## src/sv/abpu_pkg.sv

```systemverilog
// Shared types, widths and constant tables for the Adams-Bashforth position update unit.
`timescale 1ns / 1ps
`default_nettype none

package abpu_pkg;

  // Coordinate format: signed, shared by positions and velocities
  localparam int COORD_W = 32;
  localparam int CNT_W   = 3;
  localparam int DT_W    = 32;
  localparam int DT_HALF = DT_W / 2;

  // Weighted velocity sum: largest coefficient magnitude sum is 160 (< 2^8)
  localparam int COEF_W  = 8;
  localparam int TERM_W  = COORD_W + COEF_W;
  localparam int SUM_W   = COORD_W + COEF_W;

  // Time-step product, split into two half-width partial products
  localparam int PART_W  = SUM_W + DT_HALF + 1;
  localparam int PROD_W  = SUM_W + DT_W + 1;
  localparam int SHIFT   = DT_W - 1;
  localparam int V_W     = PROD_W - SHIFT;

  // Divide-by-three of the biased value, done as two chunks
  localparam int U_W     = V_W + 1;
  localparam int LO_W    = U_W / 2;
  localparam int HI_W    = U_W - LO_W;
  localparam int N2_W    = LO_W + 2;
  localparam int RES_W   = V_W + 1;
  localparam int DEN_VAL_W = 5;

  localparam logic [31:0] DIV3_MAGIC = 32'hAAAA_AAAB;
  localparam logic [U_W-1:0] DIV3_BIAS = U_W'(3) << (V_W - 1);
  localparam logic [U_W-1:0] DIV3_QOFF = U_W'(1) << (V_W - 1);

  localparam logic signed [COORD_W-1:0] POS_MAX = {1'b0, {(COORD_W-1){1'b1}}};
  localparam logic signed [COORD_W-1:0] POS_MIN = {1'b1, {(COORD_W-1){1'b0}}};

  // History counts that select the integration rule
  localparam logic [CNT_W-1:0] CNT_EULER = 3'd1;
  localparam logic [CNT_W-1:0] CNT_AB2   = 3'd2;
  localparam logic [CNT_W-1:0] CNT_AB3   = 3'd3;
  localparam logic [CNT_W-1:0] CNT_AB4   = 3'd4;

  typedef enum logic [1:0] {
    DEN_1,
    DEN_2,
    DEN_12,
    DEN_24
  } den_t;

  // Item after the weighted sum
  typedef struct packed {
    logic [COORD_W-1:0] pos;
    logic [SUM_W-1:0]   sum;
    den_t               den;
  } abpu_sum_t;

  // Item after time-step scaling: floor(sum * dt / 2^31) + den
  typedef struct packed {
    logic [COORD_W-1:0] pos;
    logic [V_W-1:0]     val;
    den_t               den;
  } abpu_scaled_t;

  // Item carrying the rounded increment
  typedef struct packed {
    logic [COORD_W-1:0] pos;
    logic [V_W-1:0]     inc;
  } abpu_inc_t;

  // Coefficient of one velocity lane for a history count
  function automatic logic signed [COEF_W-1:0] ab_coef(input logic [CNT_W-1:0] cnt,
                                                       input logic [1:0] lane);
    logic signed [COEF_W-1:0] c;
    c = '0;
    unique case (cnt)
      CNT_AB4: begin
        unique case (lane)
          2'd0:    c = COEF_W'(55);
          2'd1:    c = COEF_W'(-59);
          2'd2:    c = COEF_W'(37);
          default: c = COEF_W'(-9);
        endcase
      end
      CNT_AB3: begin
        unique case (lane)
          2'd0:    c = COEF_W'(23);
          2'd1:    c = COEF_W'(-16);
          2'd2:    c = COEF_W'(5);
          default: c = '0;
        endcase
      end
      CNT_AB2: begin
        unique case (lane)
          2'd0:    c = COEF_W'(3);
          2'd1:    c = COEF_W'(-1);
          default: c = '0;
        endcase
      end
      CNT_EULER: c = (lane == 2'd0) ? COEF_W'(1) : '0;
      default:   c = '0;
    endcase
    return c;
  endfunction

  // Denominator code for a history count; Euler and the no-update counts use the unit denominator
  function automatic den_t ab_den(input logic [CNT_W-1:0] cnt);
    den_t d;
    unique case (cnt)
      CNT_AB4: d = DEN_24;
      CNT_AB3: d = DEN_12;
      CNT_AB2: d = DEN_2;
      default: d = DEN_1;
    endcase
    return d;
  endfunction

  function automatic logic [DEN_VAL_W-1:0] den_value(input den_t d);
    logic [DEN_VAL_W-1:0] v;
    unique case (d)
      DEN_1:   v = 5'd1;
      DEN_2:   v = 5'd2;
      DEN_12:  v = 5'd12;
      default: v = 5'd24;
    endcase
    return v;
  endfunction

  // Exact floor(n / 3) for any 32-bit n by reciprocal multiply
  function automatic logic [31:0] div3(input logic [31:0] n);
    logic [63:0] p;
    p = 64'(n) * 64'(DIV3_MAGIC);
    return {1'b0, p[63:33]};
  endfunction

endpackage

`default_nettype wire

```

## src/sv/abpu_wsum.sv

```systemverilog
// Coefficient lanes and weighted velocity sum, two pipeline stages.
`timescale 1ns / 1ps
`default_nettype none

module abpu_wsum (
  input  logic                                 clk,
  input  logic                                 rst_n,
  input  logic                                 up_valid,
  output logic                                 up_ready,
  input  logic signed [abpu_pkg::COORD_W-1:0]  pos,
  input  logic signed [abpu_pkg::COORD_W-1:0]  v0,
  input  logic signed [abpu_pkg::COORD_W-1:0]  v1,
  input  logic signed [abpu_pkg::COORD_W-1:0]  v2,
  input  logic signed [abpu_pkg::COORD_W-1:0]  v3,
  input  logic        [abpu_pkg::CNT_W-1:0]    count,
  output logic                                 dn_valid,
  input  logic                                 dn_ready,
  output abpu_pkg::abpu_sum_t                  dn_item
);
  import abpu_pkg::*;

  logic                      s1_valid_r;
  logic                      s1_ready;
  logic signed [COORD_W-1:0] s1_pos_r;
  logic signed [TERM_W-1:0]  s1_term_r [4];
  logic signed [TERM_W-1:0]  term_nxt  [4];
  den_t                      s1_den_r;

  logic                      s2_valid_r;
  logic                      s2_ready;
  abpu_sum_t                 s2_item_r;
  abpu_sum_t                 s2_item_nxt;
  logic signed [SUM_W-1:0]   sum_nxt;

  assign s2_ready = !s2_valid_r || dn_ready;
  assign s1_ready = !s1_valid_r || s2_ready;
  assign up_ready = s1_ready;

  // Scale each velocity lane by its coefficient
  always_comb begin
    term_nxt[0] = TERM_W'(v0) * TERM_W'(ab_coef(count, 2'd0));
    term_nxt[1] = TERM_W'(v1) * TERM_W'(ab_coef(count, 2'd1));
    term_nxt[2] = TERM_W'(v2) * TERM_W'(ab_coef(count, 2'd2));
    term_nxt[3] = TERM_W'(v3) * TERM_W'(ab_coef(count, 2'd3));
  end

  always_ff @(posedge clk) begin
    if (!rst_n) begin
      s1_valid_r <= 1'b0;
    end else if (s1_ready) begin
      s1_valid_r <= up_valid;
    end
  end

  always_ff @(posedge clk) begin
    if (s1_ready) begin
      s1_pos_r     <= pos;
      s1_term_r[0] <= term_nxt[0];
      s1_term_r[1] <= term_nxt[1];
      s1_term_r[2] <= term_nxt[2];
      s1_term_r[3] <= term_nxt[3];
      s1_den_r     <= ab_den(count);
    end
  end

  // Add the four lanes
  always_comb begin
    sum_nxt = s1_term_r[0] + s1_term_r[1] + s1_term_r[2] + s1_term_r[3];
    s2_item_nxt.pos = s1_pos_r;
    s2_item_nxt.sum = sum_nxt;
    s2_item_nxt.den = s1_den_r;
  end

  always_ff @(posedge clk) begin
    if (!rst_n) begin
      s2_valid_r <= 1'b0;
    end else if (s2_ready) begin
      s2_valid_r <= s1_valid_r;
    end
  end

  always_ff @(posedge clk) begin
    if (s2_ready) begin
      s2_item_r <= s2_item_nxt;
    end
  end

  assign dn_valid = s2_valid_r;
  assign dn_item  = s2_item_r;

endmodule

`default_nettype wire

```

## config.mk

```make
export PLATFORM = sky130hd
export DESIGN_NAME = abpu_wsum
export DESIGN_NICKNAME = d
export VERILOG_FILES = /design/src/sv/abpu_pkg.sv /design/src/sv/abpu_wsum.sv
export SDC_FILE = /design/constraint.sdc
export NUM_CORES = 2
export LEC_CHECK = 0
export BUFFER_PORTS_ARGS = -buffer_cell sky130_fd_sc_hd__buf_2
export CAP_MARGIN = 15
export CORE_ASPECT_RATIO = 1.4
export CORE_MARGIN = 2
export CORE_UTILIZATION = 25
export CTS_CLUSTER_SIZE = 16
export DETAILED_ROUTE_END_ITERATION = 8
export MAX_ROUTING_LAYER = met4
export PLACE_DENSITY = 0.46
export SYNTH_ARGS = -nofsm -noshare
export SYNTH_HDL_FRONTEND = slang
export SYNTH_SLANG_ARGS = --single-unit
```

## constraint.sdc

```tcl
create_clock -name clk -period 15.2 [get_ports clk]
set_clock_uncertainty 0.1 [all_clocks]
set_input_delay 1.52 -clock clk [delete_from_list [all_inputs] [get_ports clk]]
set_output_delay 1.52 -clock clk [all_outputs]
set_load 0.02 [all_outputs]
```

==> run metrics <==
antenna violations before repair=29; number of nets in the layout=5060; number of global-route vias before repair=26953; class of the tightest hold or removal check=reg2reg; final std cell area, no fill=41900 um^2; GPL Wtd Cong=0.853; hold path cells=0; leading post-synthesis cells by cell area=fa_1 (30%), edfxtp_1 (21%), ha_1 (15%); Max Cap Viol=0; number of I/O pins=243; number of synthesized flops with an enable pin=266; maximum root-to-sink buffer count=3; commonest non-fill, non-tap cell in the layout=inv_1; Synth area leader=fa_1; CTS buffer count=36; flop and latch count out of synthesis=268; via count of the routed design=25313; result of the run=complete, no violations; Worst Min Path Start=s1_pos_r[20]; core box area=148000 um^2; slew at the pin closest to its max-slew limit=915 ps; # Post-CTS Setup Buffers=0; fraction of registers with async set/reset=0; total die area=152000 um^2; detailed placement HPWL=82200 um; post-route ant nets=0; WL per Instance=16.2 um; Post-Syn Nets=4835; kind of end point of the critical path=flop; Area Growth Syn to Fin=12.7%; number of levels the H-tree was split into=2; vias per cell=4.30; Slew headroom=0.390; wire length of the first global-routing pass=149000 um; final cell count without fillers=5880; Power Density=153 nW/um^2; total wire length=95300 um; clock insertion delay at the later pin of the skew report=560 ps; min Tclk post-route=8470 ps; Synth Cell Area=37200 um^2; Final Hold Vio Count=0; critical path start-end classification=in2reg; cts repair resizes=0; Post-Synthesis Mean Instance Area=10.1 um^2; warning count from the yosys run=0; Initial DRC Count=1169; CTS root buf=clkbuf_16; IR Drop Worst-Case VDD=216 uV; number of cells traversed by the worst register-to-register path=15; CP required=15410 ps; CTS Hold Bufs=0; TritonCTS Sinks=268; Residual DRC=0; P_leak=21.2 nW; setup TNS=0 ps; CTS tree=built; post-synthesis sequential area ratio=0.216; maximum fanout along the worst path=65; Top FF cell, synth=edfxtp_1; count of final max-slew check failures=0; Critical R2R Launch=s1_term_r[3][1]; num rows=167; Final Cycle Share=0.557; arrival time reported for the critical path endpoint=8670 ps; end point of the worst hold path=dn_item[62]; instance area after placement=40700 um^2; critical path startpoint category=input port; horizontal die dimension=330 um; remaining global-route overflow=0; top cell type's share of synthesized area=0.302; clock input transition at the sequential cells of the worst setup and hold paths=60 ps; effective utilization at floorplan=0.252; Netlist cell types=74; number of placed instances with taps included=5798; cells after synthesis=3668; RSZ-0062 raised after global routing=no; TritonRoute pass-1 iters=7; r2r endpoint=dn_item[41]; setup-violating endpoint count in the final report=0; Worst R2R Setup Slack=10090 ps; Buffers on Ports=242; proportion of layout cells with a drive suffix above 1=0.0873; Max Clk Rate=118 MHz; pin count of the biggest net entering global routing=140; die height=460 um; leading cell types in the layout, fill and taps excluded=inv_1 (866), fa_1 (560), ha_1 (440); overall track demand over capacity in global routing=0.131
worst max path at each step:
| stage | cells past startpoint | to | slack, ps | from |
|---|---|---|---|---|
| after floorplan | 25 | s1_term_r[1][38] | 7680 | count[1] |
| after global placement | 27 | s1_term_r[0][37] | 6320 | count[0] |
| after detailed placement | 27 | s1_term_r[0][37] | 6150 | count[0] |
| after global routing | 27 | s1_term_r[0][38] | 6250 | count[0] |
| after CTS | 27 | s1_term_r[0][37] | 6750 | count[0] |
| final | 27 | s1_term_r[0][37] | 6730 | count[0] |
kinds of logic after synthesis:
logic type	after synthesis	share of synthesized area
adders and majority gates	1000	0.450
buffers and inverters	936	0.0945
and+or+nand+nor	779	0.109
AOI/OAI and AO/OA	504	0.0883
DFF	268	0.216
xor gates and xnor gates	178	0.0419
muxes	3	0.000808
power by group:
part	switching [mW]	leakage, nW	internal [mW]
Clock	0.336	0.557	0.488
Combinational	2.57	17.7	1.63
Sequential	0.131	2.91	1.26
state kept, by name (all words and copies together), names as in the netlist:
| register | flops |
|---|---|
| s1_den_r | 2 |
| s1_term_r | 158 |
| s1_valid_r | 1 |
| s1_pos_r | 32 |
| dn_item | 74 |
| dn_valid | 1 |
per-stage QoR:
| step | utilization | hold slack (ps) | total power, mW | setup slack (ps) |
|---|---|---|---|---|
| final | 0.284 | 317 | 6.41 | 6730 |
| after CTS | 0.283 | 316 | 6.49 | 6750 |
| after global placement | 0.276 | 300 | 5.62 | 6320 |
| after floorplan | - | 300 | 4.27 | 7680 |
| after global routing | 0.283 | 324 | 6.99 | 6250 |
| after detailed placement | 0.276 | 305 | 5.60 | 6150 |
Yosys cell counts (4+ instances only):
master / n
o21bai_1: 31
or3_1: 5
nor3_1: 22
nand4_1: 15
o211ai_1: 12
a21o_1: 92
xor2_1: 36
fa_1: 560
nand2b_1: 39
xnor2_1: 142
clkbuf_1: 66
a2111oi_0: 7
inv_1: 867
and2_1: 200
ha_1: 440
a31oi_1: 19
o21ai_1: 4
nor4_1: 4
a21boi_0: 4
o21ai_0: 89
nor2b_1: 24
and3_1: 106
or2_2: 9
nand3_1: 32
nand2_1: 159
a21oi_1: 156
nor2_1: 153
o21a_1: 17
o31ai_1: 6
o22ai_1: 4
edfxtp_1: 266
a211oi_1: 15
worst max-delay path: stages:
cell,delay (ps)
buf_2,190
nor2_4,100
buf_4,330
and2_1,330
buf_4,350
inv_1,70
buf_4,230
o21ai_4,100
buf_4,570
and2_1,260
ha_1,260
fa_1,490
fa_1,490
inv_1,50
fa_1,470
inv_1,40
ha_1,320
a211oi_1,230
o211ai_1,180
a41oi_1,470
nor3b_1,190
a21oi_2,270
o21bai_1,150
a41oi_2,330
o211ai_1,180
a221oi_2,280
xnor2_1,90
routing by layer:
layer	GRT usage	wire, um	vias to the layer above	part of all wire
li1	-	-	12225	-
met1	0.158	38700	12511	0.41
met2	0.231	48800	482	0.51
met3	0.0191	5870	95	0.062
met4	0.0242	1910	0	0.020
met5	-	0	-	0
cell type report:
| cell class | instances | area (um^2) |
|---|---|---|
| fillers | 15605 | 106000 |
| multi-input cells | 2464 | 25700 |
| flip-flops and latches | 268 | 8030 |
| inverters | 867 | 3260 |
| well taps | 1943 | 2430 |
| repair buffers | 256 | 1330 |
| clock buffers | 42 | 923 |
| clock inverters | 19 | 203 |
| diodes | 21 | 52.6 |
No activity file was read; power rests on OpenSTA's default activity.
