===== config.mk =====
export PLATFORM = sky130hd
export DESIGN_NAME = abpu_div
export DESIGN_NICKNAME = d
export VERILOG_FILES = /design/src/sv/abpu_pkg.sv /design/src/sv/abpu_div.sv
export SDC_FILE = /design/constraint.sdc
export NUM_CORES = 1
export LEC_CHECK = 0
export ABC_AREA = 1
export BUFFER_PORTS_ARGS = -buffer_cell sky130_fd_sc_hd__buf_4
export CAP_MARGIN = 20
export CORE_MARGIN = 1.5
export CORE_UTILIZATION = 37
export DETAILED_ROUTE_END_ITERATION = 10
export GPL_TIMING_DRIVEN = 0
export PLACE_DENSITY = 0.59
export SLEW_MARGIN = 0
export SYNTH_ARGS = -nofsm -noshare
export SYNTH_HDL_FRONTEND = slang
export SYNTH_SLANG_ARGS = --single-unit

===== constraint.sdc =====
create_clock -name clk -period 15.1 [get_ports clk]
set_input_delay 1.51 -clock clk [delete_from_list [all_inputs] [get_ports clk]]
set_output_delay 1.51 -clock clk [all_outputs]
set_load 0.02 [all_outputs]

===== src/sv/abpu_pkg.sv =====
// Shared types, widths and constant tables for the Adams-Bashforth position update unit.
`timescale 1ns / 1ps
`default_nettype none

package abpu_pkg;

  // Coordinate format: signed, shared by positions and velocities
  localparam int COORD_W = 32;
  localparam int CNT_W   = 3;
  localparam int DT_W    = 32;
  localparam int DT_HALF = DT_W / 2;

  // Weighted velocity sum: largest coefficient magnitude sum is 160 (< 2^8)
  localparam int COEF_W  = 8;
  localparam int TERM_W  = COORD_W + COEF_W;
  localparam int SUM_W   = COORD_W + COEF_W;

  // Time-step product, split into two half-width partial products
  localparam int PART_W  = SUM_W + DT_HALF + 1;
  localparam int PROD_W  = SUM_W + DT_W + 1;
  localparam int SHIFT   = DT_W - 1;
  localparam int V_W     = PROD_W - SHIFT;

  // Divide-by-three of the biased value, done as two chunks
  localparam int U_W     = V_W + 1;
  localparam int LO_W    = U_W / 2;
  localparam int HI_W    = U_W - LO_W;
  localparam int N2_W    = LO_W + 2;
  localparam int RES_W   = V_W + 1;
  localparam int DEN_VAL_W = 5;

  localparam logic [31:0] DIV3_MAGIC = 32'hAAAA_AAAB;
  localparam logic [U_W-1:0] DIV3_BIAS = U_W'(3) << (V_W - 1);
  localparam logic [U_W-1:0] DIV3_QOFF = U_W'(1) << (V_W - 1);

  localparam logic signed [COORD_W-1:0] POS_MAX = {1'b0, {(COORD_W-1){1'b1}}};
  localparam logic signed [COORD_W-1:0] POS_MIN = {1'b1, {(COORD_W-1){1'b0}}};

  // History counts that select the integration rule
  localparam logic [CNT_W-1:0] CNT_EULER = 3'd1;
  localparam logic [CNT_W-1:0] CNT_AB2   = 3'd2;
  localparam logic [CNT_W-1:0] CNT_AB3   = 3'd3;
  localparam logic [CNT_W-1:0] CNT_AB4   = 3'd4;

  typedef enum logic [1:0] {
    DEN_1,
    DEN_2,
    DEN_12,
    DEN_24
  } den_t;

  // Item after the weighted sum
  typedef struct packed {
    logic [COORD_W-1:0] pos;
    logic [SUM_W-1:0]   sum;
    den_t               den;
  } abpu_sum_t;

  // Item after time-step scaling: floor(sum * dt / 2^31) + den
  typedef struct packed {
    logic [COORD_W-1:0] pos;
    logic [V_W-1:0]     val;
    den_t               den;
  } abpu_scaled_t;

  // Item carrying the rounded increment
  typedef struct packed {
    logic [COORD_W-1:0] pos;
    logic [V_W-1:0]     inc;
  } abpu_inc_t;

  // Coefficient of one velocity lane for a history count
  function automatic logic signed [COEF_W-1:0] ab_coef(input logic [CNT_W-1:0] cnt,
                                                       input logic [1:0] lane);
    logic signed [COEF_W-1:0] c;
    c = '0;
    unique case (cnt)
      CNT_AB4: begin
        unique case (lane)
          2'd0:    c = COEF_W'(55);
          2'd1:    c = COEF_W'(-59);
          2'd2:    c = COEF_W'(37);
          default: c = COEF_W'(-9);
        endcase
      end
      CNT_AB3: begin
        unique case (lane)
          2'd0:    c = COEF_W'(23);
          2'd1:    c = COEF_W'(-16);
          2'd2:    c = COEF_W'(5);
          default: c = '0;
        endcase
      end
      CNT_AB2: begin
        unique case (lane)
          2'd0:    c = COEF_W'(3);
          2'd1:    c = COEF_W'(-1);
          default: c = '0;
        endcase
      end
      CNT_EULER: c = (lane == 2'd0) ? COEF_W'(1) : '0;
      default:   c = '0;
    endcase
    return c;
  endfunction

  // Denominator code for a history count; Euler and the no-update counts use the unit denominator
  function automatic den_t ab_den(input logic [CNT_W-1:0] cnt);
    den_t d;
    unique case (cnt)
      CNT_AB4: d = DEN_24;
      CNT_AB3: d = DEN_12;
      CNT_AB2: d = DEN_2;
      default: d = DEN_1;
    endcase
    return d;
  endfunction

  function automatic logic [DEN_VAL_W-1:0] den_value(input den_t d);
    logic [DEN_VAL_W-1:0] v;
    unique case (d)
      DEN_1:   v = 5'd1;
      DEN_2:   v = 5'd2;
      DEN_12:  v = 5'd12;
      default: v = 5'd24;
    endcase
    return v;
  endfunction

  // Exact floor(n / 3) for any 32-bit n by reciprocal multiply
  function automatic logic [31:0] div3(input logic [31:0] n);
    logic [63:0] p;
    p = 64'(n) * 64'(DIV3_MAGIC);
    return {1'b0, p[63:33]};
  endfunction

endpackage

`default_nettype wire


===== src/sv/abpu_div.sv =====
// Floor division by twice the denominator: shifts, and a two-chunk divide by three.
`timescale 1ns / 1ps
`default_nettype none

module abpu_div (
  input  logic                          clk,
  input  logic                          rst_n,
  input  logic                          up_valid,
  output logic                          up_ready,
  input  abpu_pkg::abpu_scaled_t        up_item,
  output logic                          dn_valid,
  input  logic                          dn_ready,
  output abpu_pkg::abpu_inc_t           dn_item
);
  import abpu_pkg::*;

  logic signed [V_W-1:0]  val_in;
  logic signed [V_W-1:0]  direct_nxt;
  logic signed [V_W-1:0]  w_nxt;
  logic                   mode_nxt;
  logic [U_W-1:0]         u_nxt;
  logic [HI_W-1:0]        hi_nxt;
  logic [HI_W-1:0]        qh_nxt;
  logic [HI_W-1:0]        rem_nxt;

  logic                   s5_valid_r;
  logic                   s5_ready;
  logic [COORD_W-1:0]     s5_pos_r;
  logic                   s5_mode_r;
  logic [V_W-1:0]         s5_direct_r;
  logic [HI_W-1:0]        s5_qh_r;
  logic [1:0]             s5_rh_r;
  logic [LO_W-1:0]        s5_lo_r;

  logic [N2_W-1:0]        n2;
  logic [LO_W-1:0]        ql;
  logic [U_W-1:0]         q_full;
  logic [U_W-1:0]         q_unbiased;
  abpu_inc_t              s6_item_nxt;
  abpu_inc_t              s6_item_r;
  logic                   s6_valid_r;
  logic                   s6_ready;

  assign s6_ready = !s6_valid_r || dn_ready;
  assign s5_ready = !s5_valid_r || s6_ready;
  assign up_ready = s5_ready;

  // Pick shift path or divide-by-three path; bias the latter to be nonnegative
  always_comb begin
    val_in     = up_item.val;
    direct_nxt = val_in >>> 1;
    w_nxt      = val_in >>> 3;
    mode_nxt   = 1'b0;
    unique case (up_item.den)
      DEN_1:   direct_nxt = val_in >>> 1;
      DEN_2:   direct_nxt = val_in >>> 2;
      DEN_12: begin
        w_nxt    = val_in >>> 3;
        mode_nxt = 1'b1;
      end
      default: begin
        w_nxt    = val_in >>> 4;
        mode_nxt = 1'b1;
      end
    endcase
    u_nxt   = U_W'(w_nxt) + DIV3_BIAS;
    hi_nxt  = u_nxt[U_W-1:LO_W];
    qh_nxt  = HI_W'(div3(32'(hi_nxt)));
    rem_nxt = hi_nxt - (qh_nxt << 1) - qh_nxt;
  end

  always_ff @(posedge clk) begin
    if (!rst_n) begin
      s5_valid_r <= 1'b0;
    end else if (s5_ready) begin
      s5_valid_r <= up_valid;
    end
  end

  always_ff @(posedge clk) begin
    if (s5_ready) begin
      s5_pos_r    <= up_item.pos;
      s5_mode_r   <= mode_nxt;
      s5_direct_r <= direct_nxt;
      s5_qh_r     <= qh_nxt;
      s5_rh_r     <= rem_nxt[1:0];
      s5_lo_r     <= u_nxt[LO_W-1:0];
    end
  end

  // Divide the low chunk with the carried remainder, then drop the bias
  always_comb begin
    n2         = {s5_rh_r, s5_lo_r};
    ql         = LO_W'(div3(32'(n2)));
    q_full     = {s5_qh_r, ql};
    q_unbiased = q_full - DIV3_QOFF;
    s6_item_nxt.pos = s5_pos_r;
    s6_item_nxt.inc = s5_mode_r ? q_unbiased[V_W-1:0] : s5_direct_r;
  end

  always_ff @(posedge clk) begin
    if (!rst_n) begin
      s6_valid_r <= 1'b0;
    end else if (s6_ready) begin
      s6_valid_r <= s5_valid_r;
    end
  end

  always_ff @(posedge clk) begin
    if (s6_ready) begin
      s6_item_r <= s6_item_nxt;
    end
  end

  assign dn_valid = s6_valid_r;
  assign dn_item  = s6_item_r;

`ifndef NO_ASSERTIONS
  // The high-chunk remainder must be a true remainder of division by three
  a_rem_range: assert property (@(posedge clk) disable iff (!rst_n)
    (s5_valid_r && s5_mode_r) |-> (s5_rh_r != 2'd3))
    else $error("divide-by-three remainder out of range");
`endif

endmodule

`default_nettype wire


==> flow_summary.yaml <==
clock_tree:
  htree_levels: 4
  ctsHoldBuffers: 0
  cts_buffers: 17
  cells_resized_by_post_cts_repair: 0
  clkTransAtPathRegs_ns: 0.08
  cts.sinks: 194
  post_cts.repair.setup_buffers: 0
  worst_skew_pair.late_latency_ns: 0.46
  cts_root_buffer: "sky130_fd_sc_hd__clkbuf_16"
  cts_tree: "yes"
  cts-root-to-sink-buffers: 2
layout:
  flow.area_growth_from_synthesis_pct: 12.39
  share_of_cells_above_drive_strength_1_pct: 7.756
  fill_cells: 6375
  final_cells: 3737
  multi_input_comb_area_sq_um: 15610
  finalNetCount: 3591
  mostFrequentLayoutCells: "sky130_fd_sc_hd__inv_1, sky130_fd_sc_hd__nand2_1, sky130_fd_sc_hd__ha_1, sky130_fd_sc_hd__fa_1, sky130_fd_sc_hd__edfxtp_1"
  ff_latch_area_sq_um: 5806
  final_common_cell: "sky130_fd_sc_hd__inv_1"
grt:
  groute.usage.overall_pct: 20.89
  number_of_antenna_violations_at_the_first_check_in_global_routing: 7
  grtUsageMet1_pct: 26.99
  global_route.usage.met2_pct: 35.77
  grt_busiest_layer: "met2"
  first_global_vias: 18210
  global_route_wire_length_before_repair_um: 104400
  grt.overflow.total: 0
  grt_util_met3_pct: 3.162
  grt_max_degree: 50
timing:
  grt_setup_unrepaired: "no"
  setup_viol: 0
  fmaxAchievable_ghz: 0.1078
  final.period_utilization_pct: 61.43
  fin_skew_ns: 0.01303
  tightestPinTransition_ns: 1.092
  holdWs_ns: 0.4221
  finalMaxSlewViolations: 0
  slew_headroom_pct: 26.41
  hold_viol: 0
  finalCriticalPeriod_ns: 9.276
  finalSetupTns_ns: 0
yosys:
  mappedNetlistArea_sq_um: 23850
  synth_nets: 3412
  synth_seq_cells: 194
  post_synth_num_cell_types: 41
  yosysWarnings: 0
  synth_sequential_area_ratio_pct: 24.35
  syn_area_per_cell_sq_um: 8.845
  post_synth_inst_count: 2696
place:
  post_dp_hpwl_um: 60050
  routabilityCongestion: 1.019
  place.detailed.instances: 3702
  port_buffers: 154
run:
  max_cap_viol_count: 0
setup_path:
  cpPeakStageDelay_ns: 0.84
  critical_path.n_buffers_inverters: 10
  crit_slowest_cell: "sky130_fd_sc_hd__o21ai_0"
  worstSetupEndpointType: "flip-flop"
  crit_path_start_kind: "primary input"
  critical-path-top-delay-family: "adder cells"
  cpMostUsedCell: "sky130_fd_sc_hd__inv_1"
  crit_path_max_fanout: 10
  timing.critical_path.required_ns: 15.30
  worst-endpoint-arrival_ns: 9.47
  crit_type: "primary input to flip-flop"
route:
  routed_wire_length_per_instance_um: 18.26
  via_count: 17960
  routed_wirelength_um: 68250
  detail_route.vias_per_cell: 4.807
  number_of_detailed_route_iterations_in_the_first_pass: 5
  dr.first_iter.drc_count: 1137
  final_antenna_net_count: 0
  drc: 0
floorplanning:
  die_x_um: 256.9
  start_util_pct: 37.60
  rows: 92
  ios: 156
  fp.dieArea_sq_um: 65980
  core_region_area_sq_um: 63430
  dieHeight_um: 256.9
min_path:
  kind_of_path_behind_the_tightest_hold_check: "flip-flop to flip-flop"
run_status:
  status: "complete, no violations"
-- path summary, 6_finish.rpt --
check,start,cells past startpoint,to,slack [ns]
min,s5_pos_r[27]$_DFFE_PP_,0,dn_item[69]$_DFFE_PP_,0.42
min reg2reg,s5_pos_r[27]$_DFFE_PP_,0,dn_item[69]$_DFFE_PP_,0.42
max,up_item[1],32,s5_rh_r[1]$_DFFE_PP_,5.82
max reg2reg,s5_lo_r[10]$_DFFE_PP_,19,dn_item[4]$_DFFE_PP_,8.19
-- metrics by stage --
step | setup WS (ns) | cell area [sq um] | utilization, %
finish | 5.824 | 26800 | 42.26
global route | 5.341 | 26800 | 42.25
CTS | 5.952 | 26790 | 42.24
detailed placement | 5.446 | 26180 | 41.28
global placement | 5.340 | 26060 | 41.09
floorplan | 7.194 | 23850 | -
-- routing by layer --
metal	part of all wire, %	wire, um
met1	44	29830
met5	0.084	57
met3	4.7	3208
met2	49	33120
met4	3.0	2023
-- synth_stat cells, drive strengths merged --
cell type / instances / share of area (%)
a211oi: 2 / 0.063
a21boi: 3 / 0.094
a21o: 10 / 0.31
a21oi: 127 / 2.7
a31oi: 10 / 0.26
and2: 3 / 0.079
and3: 3 / 0.079
buf: 2 / 0.068
clkbuf: 24 / 0.38
clkinv: 1 / 0.016
dfxtp: 2 / 0.17
edfxtp: 192 / 24
fa: 275 / 23
ha: 361 / 19
inv: 624 / 9.8
nand2: 511 / 8.2
nand3: 85 / 1.8
nand3b: 2 / 0.063
nand4: 28 / 0.73
nor2: 185 / 3.0
nor3: 13 / 0.27
nor3b: 1 / 0.031
nor4: 5 / 0.13
o211ai: 2 / 0.063
o21a: 10 / 0.31
o21ai: 170 / 3.6
o21bai: 13 / 0.41
o221a: 1 / 0.047
o31ai: 1 / 0.031
or2: 5 / 0.13
xnor2: 6 / 0.22
xor2: 19 / 0.70
-- cells by family (layout without fill, tap and decap cells) --
kind of cell,after synthesis,in the layout,synth area share (%)
AOI/OAI and AO/OA,349,349,7.834
xor gates and xnor gates,25,25,0.9182
DFF,194,194,24.35
buffers and inverters,651,843,10.28
other,0,3,0
adders and majority gates,636,636,42.03
and+or+nand+nor,841,841,14.59
-- state kept, by name, summed over array words and instances (netlist names) --
signal       cells
s5_rh_r          2
s5_qh_r         21
s5_lo_r         21
dn_valid         1
s5_mode_r        1
dn_item         74
s5_pos_r        32
s5_valid_r       1
s5_direct_r     41
-- cell type report --
class,count,share of cell area (%)
Sequential cell,194,21.66
Antenna cell,3,0.02801
Clock buffer,19,1.690
Tap cell,846,3.950
Clock inverter,13,0.5882
Buffer,26,0.3968
Multi-Input combinational cell,1851,58.24
Inverter,625,8.754
Timing Repair Buffer,160,4.697
Power is left out: the tool's default activity adds up to more than one toggle a clock period on the data nets, which glitch-free logic cannot reach.
